--- src/hdl/stip_pkg.sv ---
package stip_pkg;

	// result form codes
	typedef enum logic [1:0] {
		FORM_DEC   = 2'd0,
		FORM_HEX   = 2'd1,
		FORM_CHAR  = 2'd2,
		FORM_EMPTY = 2'd3
	} form_t;

	localparam logic [7:0] CH_NUL    = 8'h00;
	localparam logic [7:0] CH_SPACE  = 8'h20;
	localparam logic [7:0] CH_MINUS  = 8'h2d;
	localparam logic [7:0] CH_PLUS   = 8'h2b;
	localparam logic [7:0] CH_LOW_X  = 8'h78;
	localparam logic [7:0] CH_UP_X   = 8'h58;
	localparam logic [7:0] CH_QUOTE  = 8'h27;
	localparam logic [7:0] CH_ZERO   = 8'h30;
	localparam logic [7:0] CH_NINE   = 8'h39;
	localparam logic [7:0] CH_LOW_A  = 8'h61;
	localparam logic [7:0] CH_LOW_F  = 8'h66;
	localparam logic [7:0] CH_UP_A   = 8'h41;
	localparam logic [7:0] CH_UP_F   = 8'h46;
	localparam logic [7:0] CH_HIGH   = 8'h80;
	localparam logic [3:0] HEX_ALPHA = 4'd10;

endpackage

--- src/hdl/stip_in_if.sv ---
interface stip_in_if;
	logic       valid;
	logic       ready;
	logic [7:0] ch;
	logic       last;

	modport source (output valid, output ch, output last, input ready);
	modport sink (input valid, input ch, input last, output ready);
endinterface

--- src/hdl/stip_out_if.sv ---
interface stip_out_if;
	logic               valid;
	logic               ready;
	logic signed [31:0] value;
	stip_pkg::form_t    form;

	modport source (output valid, output value, output form, input ready);
	modport sink (input valid, input value, input form, output ready);
endinterface

--- src/hdl/string_to_int_parser.sv ---
// Parses a byte stream into one signed 32-bit integer per string: leading whitespace
// (bytes 1..32 and 128..255) is skipped, an optional sign is taken, then a 0x/0X hex
// number, a quoted char or a decimal number; the result appears on the byte marked last.
// One byte is taken every cycle while the input is not stalled. A byte passes an input
// register, the parser state is updated from it and, for a last byte, a result is loaded
// into the output register. Input stalls only while a last byte waits in the input
// register and the output register still holds a result that has not been taken.
module string_to_int_parser (
	input logic        clk,
	input logic        arst_n,
	stip_in_if.sink    text,
	stip_out_if.source result
);

	typedef enum logic [2:0] {
		PH_SKIP,
		PH_SIGNED,
		PH_ZERO,
		PH_HEX,
		PH_DEC,
		PH_QUOTE,
		PH_DONE
	} phase_t;

	// input register
	logic       valid_s1;
	logic [7:0] ch_s1;
	logic       last_s1;

	// parser state
	phase_t          phase_q, phase_d;
	logic [31:0]     accum_q, accum_d;
	logic            neg_q, neg_d;
	stip_pkg::form_t form_q, form_d;

	// output register
	logic               out_valid_q;
	logic signed [31:0] value_q;
	stip_pkg::form_t    out_form_q;

	logic        out_free;
	logic        s1_go;
	logic        is_dec;
	logic [3:0]  dec_val;
	logic        hex_ok;
	logic [3:0]  hex_val;
	logic [31:0] accum_x10;
	logic [31:0] accum_x16;

	assign out_free   = !out_valid_q || result.ready;
	assign s1_go      = valid_s1 && (!last_s1 || out_free);
	assign text.ready = !valid_s1 || s1_go;

	assign result.valid = out_valid_q;
	assign result.value = value_q;
	assign result.form  = out_form_q;

	always_comb begin
		is_dec  = (ch_s1 >= stip_pkg::CH_ZERO) && (ch_s1 <= stip_pkg::CH_NINE);
		dec_val = 4'(ch_s1 - stip_pkg::CH_ZERO);
		hex_ok  = 1'b1;
		if (is_dec) begin
			hex_val = dec_val;
		end else if (ch_s1 >= stip_pkg::CH_LOW_A && ch_s1 <= stip_pkg::CH_LOW_F) begin
			hex_val = 4'(ch_s1 - stip_pkg::CH_LOW_A) + stip_pkg::HEX_ALPHA;
		end else if (ch_s1 >= stip_pkg::CH_UP_A && ch_s1 <= stip_pkg::CH_UP_F) begin
			hex_val = 4'(ch_s1 - stip_pkg::CH_UP_A) + stip_pkg::HEX_ALPHA;
		end else begin
			hex_val = '0;
			hex_ok  = 1'b0;
		end
		// times ten as two shifted copies
		accum_x10 = {accum_q[28:0], 3'b000} + {accum_q[30:0], 1'b0} + {28'd0, dec_val};
		accum_x16 = {accum_q[27:0], hex_val};
	end

	always_comb begin
		phase_d = phase_q;
		accum_d = accum_q;
		neg_d   = neg_q;
		form_d  = form_q;
		case (phase_q)
			PH_SKIP, PH_SIGNED: begin
				if (phase_q == PH_SKIP && ch_s1 == stip_pkg::CH_NUL) begin
					phase_d = PH_DONE;
				end else if (phase_q == PH_SKIP
						&& (ch_s1 <= stip_pkg::CH_SPACE || ch_s1 >= stip_pkg::CH_HIGH)) begin
					phase_d = PH_SKIP;
				end else if (phase_q == PH_SKIP && ch_s1 == stip_pkg::CH_MINUS) begin
					neg_d   = 1'b1;
					form_d  = stip_pkg::FORM_DEC;
					phase_d = PH_SIGNED;
				end else if (phase_q == PH_SKIP && ch_s1 == stip_pkg::CH_PLUS) begin
					form_d  = stip_pkg::FORM_DEC;
					phase_d = PH_SIGNED;
				end else begin
					// start of the number body
					form_d = stip_pkg::FORM_DEC;
					if (ch_s1 == stip_pkg::CH_ZERO) begin
						phase_d = PH_ZERO;
					end else if (ch_s1 == stip_pkg::CH_QUOTE) begin
						form_d  = stip_pkg::FORM_CHAR;
						phase_d = PH_QUOTE;
					end else if (is_dec) begin
						accum_d = {28'd0, dec_val};
						phase_d = PH_DEC;
					end else begin
						phase_d = PH_DONE;
					end
				end
			end
			PH_ZERO: begin
				if (ch_s1 == stip_pkg::CH_LOW_X || ch_s1 == stip_pkg::CH_UP_X) begin
					form_d  = stip_pkg::FORM_HEX;
					phase_d = PH_HEX;
				end else if (is_dec) begin
					accum_d = {28'd0, dec_val};
					phase_d = PH_DEC;
				end else begin
					phase_d = PH_DONE;
				end
			end
			PH_HEX: begin
				if (hex_ok) begin
					accum_d = accum_x16;
				end else begin
					phase_d = PH_DONE;
				end
			end
			PH_DEC: begin
				if (is_dec) begin
					accum_d = accum_x10;
				end else begin
					phase_d = PH_DONE;
				end
			end
			PH_QUOTE: begin
				accum_d = {{24{ch_s1[7]}}, ch_s1};
				phase_d = PH_DONE;
			end
			default: begin
				phase_d = PH_DONE;
			end
		endcase
	end

	always_ff @(posedge clk or negedge arst_n) begin
		if (!arst_n) begin
			valid_s1 <= 1'b0;
		end else if (text.ready) begin
			valid_s1 <= text.valid;
		end
	end

	always_ff @(posedge clk) begin
		if (text.ready && text.valid) begin
			ch_s1   <= text.ch;
			last_s1 <= text.last;
		end
	end

	always_ff @(posedge clk or negedge arst_n) begin
		if (!arst_n) begin
			phase_q <= PH_SKIP;
			accum_q <= '0;
			neg_q   <= 1'b0;
			form_q  <= stip_pkg::FORM_EMPTY;
		end else if (s1_go) begin
			if (last_s1) begin
				phase_q <= PH_SKIP;
				accum_q <= '0;
				neg_q   <= 1'b0;
				form_q  <= stip_pkg::FORM_EMPTY;
			end else begin
				phase_q <= phase_d;
				accum_q <= accum_d;
				neg_q   <= neg_d;
				form_q  <= form_d;
			end
		end
	end

	always_ff @(posedge clk or negedge arst_n) begin
		if (!arst_n) begin
			out_valid_q <= 1'b0;
		end else if (s1_go && last_s1) begin
			out_valid_q <= 1'b1;
		end else if (result.ready) begin
			out_valid_q <= 1'b0;
		end
	end

	always_ff @(posedge clk) begin
		if (s1_go && last_s1) begin
			value_q    <= neg_d ? -$signed(accum_d) : $signed(accum_d);
			out_form_q <= form_d;
		end
	end

	// a finished string leaves the parser in its start state
	assert property (@(posedge clk) disable iff (!arst_n)
		(s1_go && last_s1) |=> (phase_q == PH_SKIP && !neg_q
			&& form_q == stip_pkg::FORM_EMPTY && accum_q == '0))
	else $error("parser state not cleared after a result");

	// input stalls only behind a result that cannot leave
	assert property (@(posedge clk) disable iff (!arst_n)
		!text.ready |-> (valid_s1 && last_s1 && out_valid_q && !result.ready))
	else $error("input stalled without a pending result");

	// hex form is only ever seen while reading hex digits or after stopping
	assert property (@(posedge clk) disable iff (!arst_n)
		(form_q == stip_pkg::FORM_HEX) |-> (phase_q == PH_HEX || phase_q == PH_DONE))
	else $error("hex form outside hex phase");

	// a sign moves the parser out of whitespace skipping
	assert property (@(posedge clk) disable iff (!arst_n)
		neg_q |-> (phase_q != PH_SKIP && form_q != stip_pkg::FORM_EMPTY))
	else $error("sign recorded while still skipping whitespace");

endmodule

--- src/flat_wrapper.sv ---
// flat-port wrapper written by rule: the top's interface ports become plain ports
module string_to_int_parser_flat 
  (clk, arst_n, text_valid, text_ch, text_last, text_ready, result_valid, result_value, result_form, result_ready);
  stip_in_if text_i ();
  stip_out_if result_i ();
  input logic clk;
  input logic arst_n;
  input wire logic [$bits(text_i.valid)-1:0] text_valid;
  input wire logic [$bits(text_i.ch)-1:0] text_ch;
  input wire logic [$bits(text_i.last)-1:0] text_last;
  output wire logic [$bits(text_i.ready)-1:0] text_ready;
  output wire logic [$bits(result_i.valid)-1:0] result_valid;
  output wire logic [$bits(result_i.value)-1:0] result_value;
  output wire logic [$bits(result_i.form)-1:0] result_form;
  input wire logic [$bits(result_i.ready)-1:0] result_ready;
  assign text_i.valid = text_valid;
  assign text_i.ch = text_ch;
  assign text_i.last = text_last;
  assign text_ready = text_i.ready;
  assign result_valid = result_i.valid;
  assign result_value = result_i.value;
  assign result_form = result_i.form;
  assign result_i.ready = result_ready;
  string_to_int_parser u_core (.clk(clk), .arst_n(arst_n), .text(text_i), .result(result_i));
endmodule
--- config.mk ---
export PLATFORM = sky130hd
export DESIGN_NAME = string_to_int_parser_flat
export DESIGN_NICKNAME = d
export VERILOG_FILES = /design/src/hdl/stip_pkg.sv /design/src/hdl/stip_in_if.sv /design/src/hdl/stip_out_if.sv /design/src/hdl/string_to_int_parser.sv /design/src/flat_wrapper.sv
export SDC_FILE = /design/constraint.sdc
export NUM_CORES = 1
export LEC_CHECK = 0
export ABC_CLOCK_PERIOD_IN_PS = 6250
export BUFFER_PORTS_ARGS = -buffer_cell sky130_fd_sc_hd__buf_2
export CAP_MARGIN = 20
export CORE_ASPECT_RATIO = 1.1
export CORE_UTILIZATION = 55
export CTS_BUF_LIST = sky130_fd_sc_hd__clkbuf_8
export CTS_CLUSTER_DIAMETER = 200
export DETAILED_ROUTE_END_ITERATION = 16
export PLACE_DENSITY = 0.69
export SLEW_MARGIN = 0
export SYNTH_ARGS = -nofsm -noshare
export SYNTH_HDL_FRONTEND = slang
export SYNTH_SLANG_ARGS = --single-unit
--- constraint.sdc ---
create_clock -name clk -period 6.25 [get_ports clk]
set_clock_uncertainty 0.15 [all_clocks]
set_input_delay 0.625 -clock clk [delete_from_list [all_inputs] [get_ports clk]]
set_output_delay 0.625 -clock clk [all_outputs]
set_load 0.01 [all_outputs]
==> impl_metrics.toml, run 1 <==
[place]
io_buffers = 48
routabilityCongestion = 0.9826
pre_cts_slack_ns = 1.234
post_dp_cell_area_um2 = 7760
place_hpwl_um = 16900

[grt]
grt_pass1_wl_um = 35050
grt.total_usage_pct = 32.80
grt_pass1_vias = 6757
grt_max_degree = 41
antenna_found_initial = 0
grt_overflow = 0

[setup_path]
startpoint_type = "flip-flop"
path_cells = "inv_1 -> ha_1 -> o21bai_1 -> a21oi_1 -> o21ai_0 -> or2_2 -> a221oi_1 -> and4b_2 -> nand4_1 -> nor3_2 -> a31oi_1 -> xor2_1"
crit_fanout = 11
end_kind = "flip-flop"
crit_arrival_ns = 5.06
cpPeakStageDelay_ns = 0.77
worst-path-buf-inv = 1
required_ns = 6.22
cpMaxStageDelayCell = "a21oi_1"
crit_family = "compound AO/OA/AOI/OAI gates"
criticalPathCategory = "reg2reg"

[layout]
drive_gt1_share_pct = 13.27
nNetsFinal = 946
design_area_um2 = 8028
fin_util_pct = 61.01
diodes = 0
area_growth_pct = 8.543
fillers = 1167

[cts]
post_cts_buffers = 0
cts-root-buf = "clkbuf_8"
numCtsBuffers = 9
path_clk_slew_ns = 0.08
cts_tree = "yes"
postCtsHoldBufs = 0
cts_htree_levels = 3
clock_sinks = 83
cts_resized = 0
clkLatencyLatePin_ns = 0.38
cts_buffer_depth = 2

[power]
peakVddDrop_uv = 114.7
power_w = 0.001470
powerDensity_nw_per_um2 = 183.2
p_leak_nw = 3.521

[drt]
drtAntennaViolNets = 0
drtIter0Drc = 721
vias_per_cell = 6.801
wl_per_cell_um = 21.69
route.detailed.drc = 0
vias = 7039
dr.pass1.iters = 5
wirelength_um = 22450

[run]
maxCapViolCount = 0

[status]
status = "complete, no violations"

[logic_synthesis]
synth_area_leader_cell = "edfxtp_1"
ys_types = 93
yosys.area.top_type_share_pct = 17.46
synth-seq-cells = 83
synth_edf_count = 43
synth_cells = 836
yosysSeqAreaShare_pct = 31.03
synth.most_common_cell = "nand2_1"
synthArstFlopShare_pct = 48.19
syn_area_per_cell_um2 = 8.847
dominantRegCellSynth = "edfxtp_1"
synth_fp_nets = 913
yosys-top-cells-area = "edfxtp_1, dfrtp_1, ha_1, o21ai_0, a21oi_1"
yosysWarnings = 0
synth_area_um2 = 7396
synthTopCellsByCount = "nand2_1, o21ai_0, ha_1"

[timing]
setup_tns_ns = 0
worst_pin_slew_ns = 1.107
drv_slew = 0
fin_crit_ns = 5.096
rsz0062_at_grt = "no"
setup_viol = 0
relSlewSlack_pct = 26.02
hold_viol = 0
maxClockFrequency_mhz = 196.2
min_period_over_period_pct = 81.54
setup_slack_ns = 1.154

[die]
io_pins = 49
fp.dieH_um = 123.6
row_count = 44
initial_core_util_pct = 56.21
fp.dieArea_um2 = 13920
die_w_um = 112.6
core-area_um2 = 13160

[hold_path]
hp-class = "in2async"
## cell type report
cell class / instances / area, um^2 / share of cell area, %
repair buffers: 62 / 350.3 / 4.364
inverters: 24 / 90.09 / 1.122
clock inverters: 7 / 123.9 / 1.543
flip-flops and latches: 83 / 2295 / 28.58
clock buffers: 9 / 123.9 / 1.543
well taps: 161 / 201.4 / 2.509
multi-input cells: 689 / 4843 / 60.33
## cell usage in the layout, fill, tap and decap left out, types with 6 or more instances in the layout
cell type,instances
nor2_1,56
mux2i_1,6
nand3b_1,6
nand4_1,12
nand3_1,19
or3_1,6
a221o_1,8
dfrtp_1,38
a21o_1,9
buf_2,48
xor2_1,26
and2_1,7
a22o_1,13
a21oi_1,60
clkbuf_8,9
inv_1,23
o211ai_1,13
a31oi_1,16
edfxtp_1,43
nor4_1,7
o21a_1,10
o21ai_0,77
nor3_1,21
a221oi_1,7
ha_1,62
buf_4,12
xnor2_1,23
nand2_1,80
a211oi_1,8
and3_1,7
nand2b_1,9
o22ai_1,8
## kinds of logic after synthesis
logic type               count (synthesis)  share of synthesized area (%)
adder cells (fa/ha/maj)                 64                          11.03
AND/OR/NAND/NOR                        272                          19.57
multiplexers                            11                          1.573
AO/OA/AOI/OAI                          293                          27.51
buffers and inverters                   64                          3.485
XOR/XNOR                                49                          5.803
flip-flops                              83                          31.03
## flip-flops by register name, indices dropped and copies added (netlist names)
register             flops
u_core.result.valid      1
u_core.valid_s1          1
u_core.result.value     32
u_core.form_q            2
u_core.phase_q           3
u_core.result.form       2
u_core.ch_s1             8
u_core.neg_q             1
u_core.last_s1           1
u_core.accum_q          32
## metrics by stage
| stage | cells | hold slack (ns) |
|---|---|---|
| global placement | 1017 | 0.3653 |
| global route | 1035 | 0.2600 |
| detailed placement | 1017 | 0.3730 |
| floorplan | 836 | 0.1794 |
| CTS | 1033 | 0.2569 |
| finish | 1035 | 0.2548 |
## power breakdown
group,switching [W],internal [W]
combinational,0.000221,0.000115
sequential,0.0000381,0.000614
clock,0.000214,0.000269
## per-layer routing
layer  global-route usage (%)  wire length (um)  share of wire (%)
met1                    36.86              8721                 39
met2                    60.26             11450                 51
met3                    3.601              1075                4.8
met4                    20.00              1199                5.3
met5                        0                 0                  0
## path summary, 6_finish.rpt
path | from | endpoint | slack [ns] | depth (start not counted)
hold / removal | arst_n | u_core.accum_q[28] | 0.25 | 1
max in group asynchronous | arst_n | u_core.phase_q[2] | 5.07 | 1
setup reg to reg | u_core.ch_s1[1] | u_core.result.value[25] | 1.15 | 12
min in group clk | text_ch[4] | u_core.ch_s1[4] | 0.27 | 1
setup / recovery | u_core.ch_s1[1] | u_core.result.value[25] | 1.15 | 12
hold reg to reg | u_core.accum_q[30] | u_core.accum_q[30] | 0.40 | 2
No activity file was read; power rests on OpenSTA's default activity.
==> run 2: changes to the inputs <==
--- a/config.mk
+++ b/config.mk
@@ -5,7 +5,7 @@
 export SDC_FILE = /design/constraint.sdc
 export NUM_CORES = 1
 export LEC_CHECK = 0
-export ABC_CLOCK_PERIOD_IN_PS = 6250
+export ABC_CLOCK_PERIOD_IN_PS = 4700
 export BUFFER_PORTS_ARGS = -buffer_cell sky130_fd_sc_hd__buf_2
 export CAP_MARGIN = 20
 export CORE_ASPECT_RATIO = 1.1
==> constraint.sdc (replaced) <==
create_clock -name clk -period 4.7 [get_ports clk]
set_clock_uncertainty 0.15 [all_clocks]
set_input_delay 0.47 -clock clk [delete_from_list [all_inputs] [get_ports clk]]
set_output_delay 0.47 -clock clk [all_outputs]
set_load 0.01 [all_outputs]
==> run 2 against run 1 <==
Compared with the run above: global-route usage is 1.7 points higher; fmax grew 14%; worst setup slack worse by 0.92 ns; count of clock-buffer cells in the layout stayed put; sequential power is 31% higher; combinational power grew 54%; sequential cell count unchanged; first-iteration DRC count fell by 21%; sequential share of layout area is 1.1 points lower; non-clock buffer count grew 38; core utilization up 2.5 points; die area unchanged; critical endpoint is now u_core.result.value[24]; largest power group unchanged.
==> impl_metrics.toml, run 2 (synthesis results as in run 1) <==
[status]
status = "complete, no violations"

[drt]
vias = 7211
dr.pass1.iters = 5
wl_per_cell_um = 21.93
vias_per_cell = 6.720
route.detailed.drc = 0
drtIter0Drc = 569
wirelength_um = 23540
drtAntennaViolNets = 0

[layout]
fin_util_pct = 63.52
nNetsFinal = 984
area_growth_pct = 13.01
mostFrequentLayoutCells = "nand2_1, o21ai_0, ha_1"
multi_input_area_um2 = 4878
diodes = 0
drive_gt1_share_pct = 17.32
mostFrequentLayoutCell = "nand2_1"
fillers = 1121
seq_area_um2 = 2295

[die]
row_count = 44
initial_core_util_pct = 56.21
die_w_um = 112.6
fp.dieArea_um2 = 13920
core-area_um2 = 13160
io_pins = 49
fp.dieH_um = 123.6

[grt]
antenna_found_initial = 0
grt.total_usage_pct = 34.54
grt_max_degree = 41
grt_pass1_vias = 7053
grt_overflow = 0
grt_pass1_wl_um = 36540

[place]
io_buffers = 48
routabilityCongestion = 0.9482
place_hpwl_um = 18300

[setup_path]
crit_arrival_ns = 4.45
rr_worst_depth = 12
required_ns = 4.68
startpoint_type = "flip-flop"
cpPeakStageDelay_ns = 0.54
criticalPathCategory = "reg2reg"
path_cells = "buf_4 -> or4b_4 -> or3_4 -> o311a_4 -> or3_1 -> buf_4 -> a221oi_4 -> and4b_2 -> nand4_2 -> nor4_4 -> a31oi_1 -> xor2_1"
path_common_cell = "buf_4"
crit_fanout = 14
cpMaxStageDelayCell = "or4b_4"
end_kind = "flip-flop"

[timing]
maxClockFrequency_mhz = 224.1
setup_tns_ns = 0
relSlewSlack_pct = 32.84
fin_crit_ns = 4.462
drv_slew = 0
setup_viol = 0
worst_pin_slew_ns = 1.007
min_period_over_period_pct = 94.93
rsz0062_at_grt = "no"
hold_viol = 0

[cts]
numCtsBuffers = 9
cts_tree = "yes"
path_clk_slew_ns = 0.10
cts_buffer_depth = 2
clkLatencyLatePin_ns = 0.38
cts-root-buf = "clkbuf_8"
cts_htree_levels = 3
clock_sinks = 83

[power]
p_clk_share_pct = 30.1
switchingPower_w = 0.0006361
p_int_w = 0.001317
peakVddDrop_uv = 197.9
switching_share_pct = 32.57
powerDensity_nw_per_um2 = 233.7
power_frac_seq_pct = 43.6
combPwrFrac_pct = 26.4
p_leak_nw = 3.705

[hold_path]
hp-class = "in2async"

[run]
maxCapViolCount = 0
[run 2: changes by cell type in the layout (fill, tap and decap cells not counted), sizes merged]
| cell | delta |
|---|---|
| buf | +39 |
| clkbuf | -1 |
| bufinv | -1 |
| clkinvlp | +1 |
[run 2: per-stage QoR]
stage	total power (W)	hold WS, ns	area (um^2)	setup WS [ns]	instances
after floorplan	0.001177	0.02441	7396	0.2098	836
after global placement	0.001346	0.3771	8058	0.1899	1055
after detailed placement	0.001358	0.3847	8085	0.1166	1056
after CTS	0.001940	0.09770	8308	0.09158	1072
after global routing	0.002029	0.09968	8358	0.01483	1073
final	0.001953	0.08347	8358	0.2383	1073
[run 2: path summary, 6_finish.rpt]
check	startpoint	endpoint	slack, ns
hold / removal	arst_n	u_core.accum_q[30]	0.08
hold reg to reg	u_core.accum_q[31]	u_core.accum_q[31]	0.40
max in group asynchronous	arst_n	u_core.result.valid	3.68
setup / recovery	u_core.ch_s1[3]	u_core.result.value[24]	0.24
setup reg to reg	u_core.ch_s1[3]	u_core.result.value[24]	0.24
min in group clk	text_ch[2]	u_core.ch_s1[2]	0.11
[run 2: power groups by stage]
stage	registers, W	logic, W	clock network [W]
finish	0.000851	0.000515	0.000587
floorplan	0.000863	0.000313	0
detailed placement	0.000866	0.000492	0
CTS	0.000850	0.000495	0.000595
global placement	0.000865	0.000482	0
global route	0.000856	0.000559	0.000614
[run 2: layout make-up]
class                   count  share of cell area (%)
clock buffers               9                   1.482
clock inverters             7                   1.183
inverters                  24                   1.078
multi-input cells         689                   58.37
flip-flops and latches     83                   27.46
well taps                 161                   2.410
repair buffers            100                   8.024
[run 2: what timing repair did]
item,in CTS,in global routing
gates resized for setup,0,6
hold endpoints to repair,0,0
buffers inserted,0,0
hold buffers,0,0
setup endpoints to repair,0,14
[run 2: critical path: cells and delay by family (launching register included)]
family                    cells  cell delay [ns]
and+or+nand+nor               6             2.15
xor gates and xnor gates      1             0.15
DFF                           1             0.41
AOI/OAI and AO/OA             3             0.92
buffers and inverters         2             0.42
[run 2: routing by layer]
layer  track usage (%)  up-vias  routed length [um]
met3             5.401      112                1129
met4             28.08        0                1841
met5                 0        -                   0
met1             34.48     3432                8478
li1                  -     3357                   -
met2             64.31      310               12090
==> run 3: changes to the inputs <==
--- a/config.mk
+++ b/config.mk
@@ -13,7 +13,7 @@
 export CTS_BUF_LIST = sky130_fd_sc_hd__clkbuf_8
 export CTS_CLUSTER_DIAMETER = 200
 export DETAILED_ROUTE_END_ITERATION = 16
-export PLACE_DENSITY = 0.69
+export PLACE_DENSITY = 0.81
 export SLEW_MARGIN = 0
 export SYNTH_ARGS = -nofsm -noshare
 export SYNTH_HDL_FRONTEND = slang
==> run 3 against run 2 <==
Compared with the run above: worst hold slack better by 0.035 ns; combinational power hardly changed; sequential share of layout area is 0.087 points higher; count of clock-buffer cells in the layout stayed put; wire length is 7.8% lower; register-to-register slack worse by 0.14 ns; total power is 2.7% lower; fmax is 3.1% lower; non-clock buffer count is 2 lower; global-route usage is 3.3 points lower; die area stayed put; first-iteration DRC count is 17% higher; critical path type unchanged; largest cell class unchanged.
==> impl_metrics.toml, run 3 (synthesis results as in run 1) <==
[status]
status = "complete, no violations"

[timing]
maxClockFrequency_mhz = 217.1
drv_slew = 0
hold_viol = 0
setup_tns_ns = 0
min_period_over_period_pct = 98.00
fin_crit_ns = 4.606
relSlewSlack_pct = 32.06
worst_pin_slew_ns = 1.019
setup_viol = 0

[die]
initial_core_util_pct = 56.21
core-area_um2 = 13160
fp.dieH_um = 123.6
io_pins = 49
die_w_um = 112.6
fp.dieArea_um2 = 13920
row_count = 44

[cts]
cts_buffer_depth = 2
cts-root-buf = "clkbuf_8"
numCtsBuffers = 9
clkLatencyLatePin_ns = 0.37
postCtsHoldBufs = 0
clock_sinks = 83
cts_tree = "yes"
path_clk_slew_ns = 0.10
cts_htree_levels = 3

[layout]
fin_util_pct = 63.32
nNetsFinal = 982
fillers = 1078
stdcell_count = 1071
mostFrequentLayoutCells = "nand2_1, o21ai_0, ha_1"
area_growth_pct = 12.65
drive_gt1_share_pct = 17.47
mostFrequentLayoutCell = "nand2_1"
diodes = 0

[setup_path]
crit_fanout = 16
end_kind = "flip-flop"
worst-path-buf-inv = 2
cpPeakStageDelay_ns = 0.53
crit_family = "simple AND/OR/NAND/NOR gates"
startpoint_type = "flip-flop"
required_ns = 4.67
criticalPathCategory = "reg2reg"
path_cells = "inv_1 -> ha_1 -> nor3b_1 -> or3_4 -> o311a_4 -> or3_1 -> buf_12 -> a2111oi_4 -> and4b_2 -> nand4_1 -> nor3_4 -> a41oi_1 -> xnor2_1"
worstSetupStartpoint = "u_core.ch_s1[1]"
rr_worst_depth = 13
rr_startpoint = "u_core.ch_s1[1]"
cpMaxStageDelayCell = "edfxtp_1"
crit_arrival_ns = 4.58
cp.depth = 13

[drt]
drtIter0Drc = 667
dr.pass1.iters = 8
vias_per_cell = 6.807
route.detailed.drc = 0
wl_per_cell_um = 20.26
wirelength_um = 21700
vias = 7290
drtAntennaViolNets = 0

[grt]
grt_pass1_vias = 6922
grt_pass1_wl_um = 34160
grt_max_degree = 41
grt.total_usage_pct = 31.27
antenna_found_initial = 1
grt_overflow = 0

[run]
maxCapViolCount = 0

[place]
routabilityCongestion = 0.9784
place_hpwl_um = 16270
io_buffers = 48
dp_cells = 1052

[power]
peakVddDrop_uv = 210.2
power_w = 0.001900
p_leak_nw = 3.683
powerDensity_nw_per_um2 = 228.1

[hold_path]
hp-class = "in2async"
[run 3: stage by stage]
step                setup WS [ns]  cell area, um^2  hold WS, ns
global route             -0.03227             8332       0.1170
detailed placement        -0.1247             8048       0.3943
CTS                       0.03975             8265       0.1164
floorplan                  0.2098             7396      0.02441
finish                    0.09396             8332       0.1185
global placement          0.06758             8048       0.3903
[run 3: final cells by class]
type | count | area (um^2) | share of cell area (%)
repair buffers | 98 | 648.1 | 7.779
well taps | 161 | 201.4 | 2.418
flip-flops and latches | 83 | 2295 | 27.54
multi-input cells | 689 | 4891 | 58.70
clock inverters | 7 | 82.58 | 0.9911
clock buffers | 9 | 123.9 | 1.487
inverters | 24 | 90.09 | 1.081
[run 3: report_power, final]
part / internal [W] / switching [W] / total [W]
clock: 0.000254 / 0.000289 / 0.000543
sequential: 0.000816 / 0.0000285 / 0.000845
combinational: 0.000190 / 0.000322 / 0.000512
total: 0.00126 / 0.000640 / 0.00190
[run 3: final timing paths]
kind / end / slack, ns
setup reg to reg: u_core.result.value[21] / 0.09
setup / recovery: u_core.result.value[21] / 0.09
min in group clk: u_core.ch_s1[6] / 0.12
max in group asynchronous: u_core.neg_q / 3.66
hold / removal: u_core.accum_q[1] / 0.12
hold reg to reg: u_core.accum_q[31] / 0.41
[run 3: worst reg2reg max path, delay by kind of cell, from the launching register on]
kind / cells / cell delay (ns)
AO/OA/AOI/OAI: 3 / 0.98
buffers and inverters: 2 / 0.33
flip-flops: 1 / 0.53
XOR/XNOR: 1 / 0.18
adder cells (fa/ha/maj): 1 / 0.25
AND/OR/NAND/NOR: 6 / 1.95
[run 3: per-layer routing]
layer / GRT usage (%) / vias up / wire length (um)
li1: - / 3355 / -
met1: 34.77 / 3450 / 7909
met2: 56.06 / 376 / 10900
met3: 5.499 / 109 / 1699
met4: 19.50 / 0 / 1190
met5: 0 / - / 0
[run 3: timing repair]
action                                  CTS  global route
pin swaps                                 0             2
resized for setup                         2             9
endpoints found under the setup margin   10            15
gates cloned                              0             0
buffers inserted                          0             2
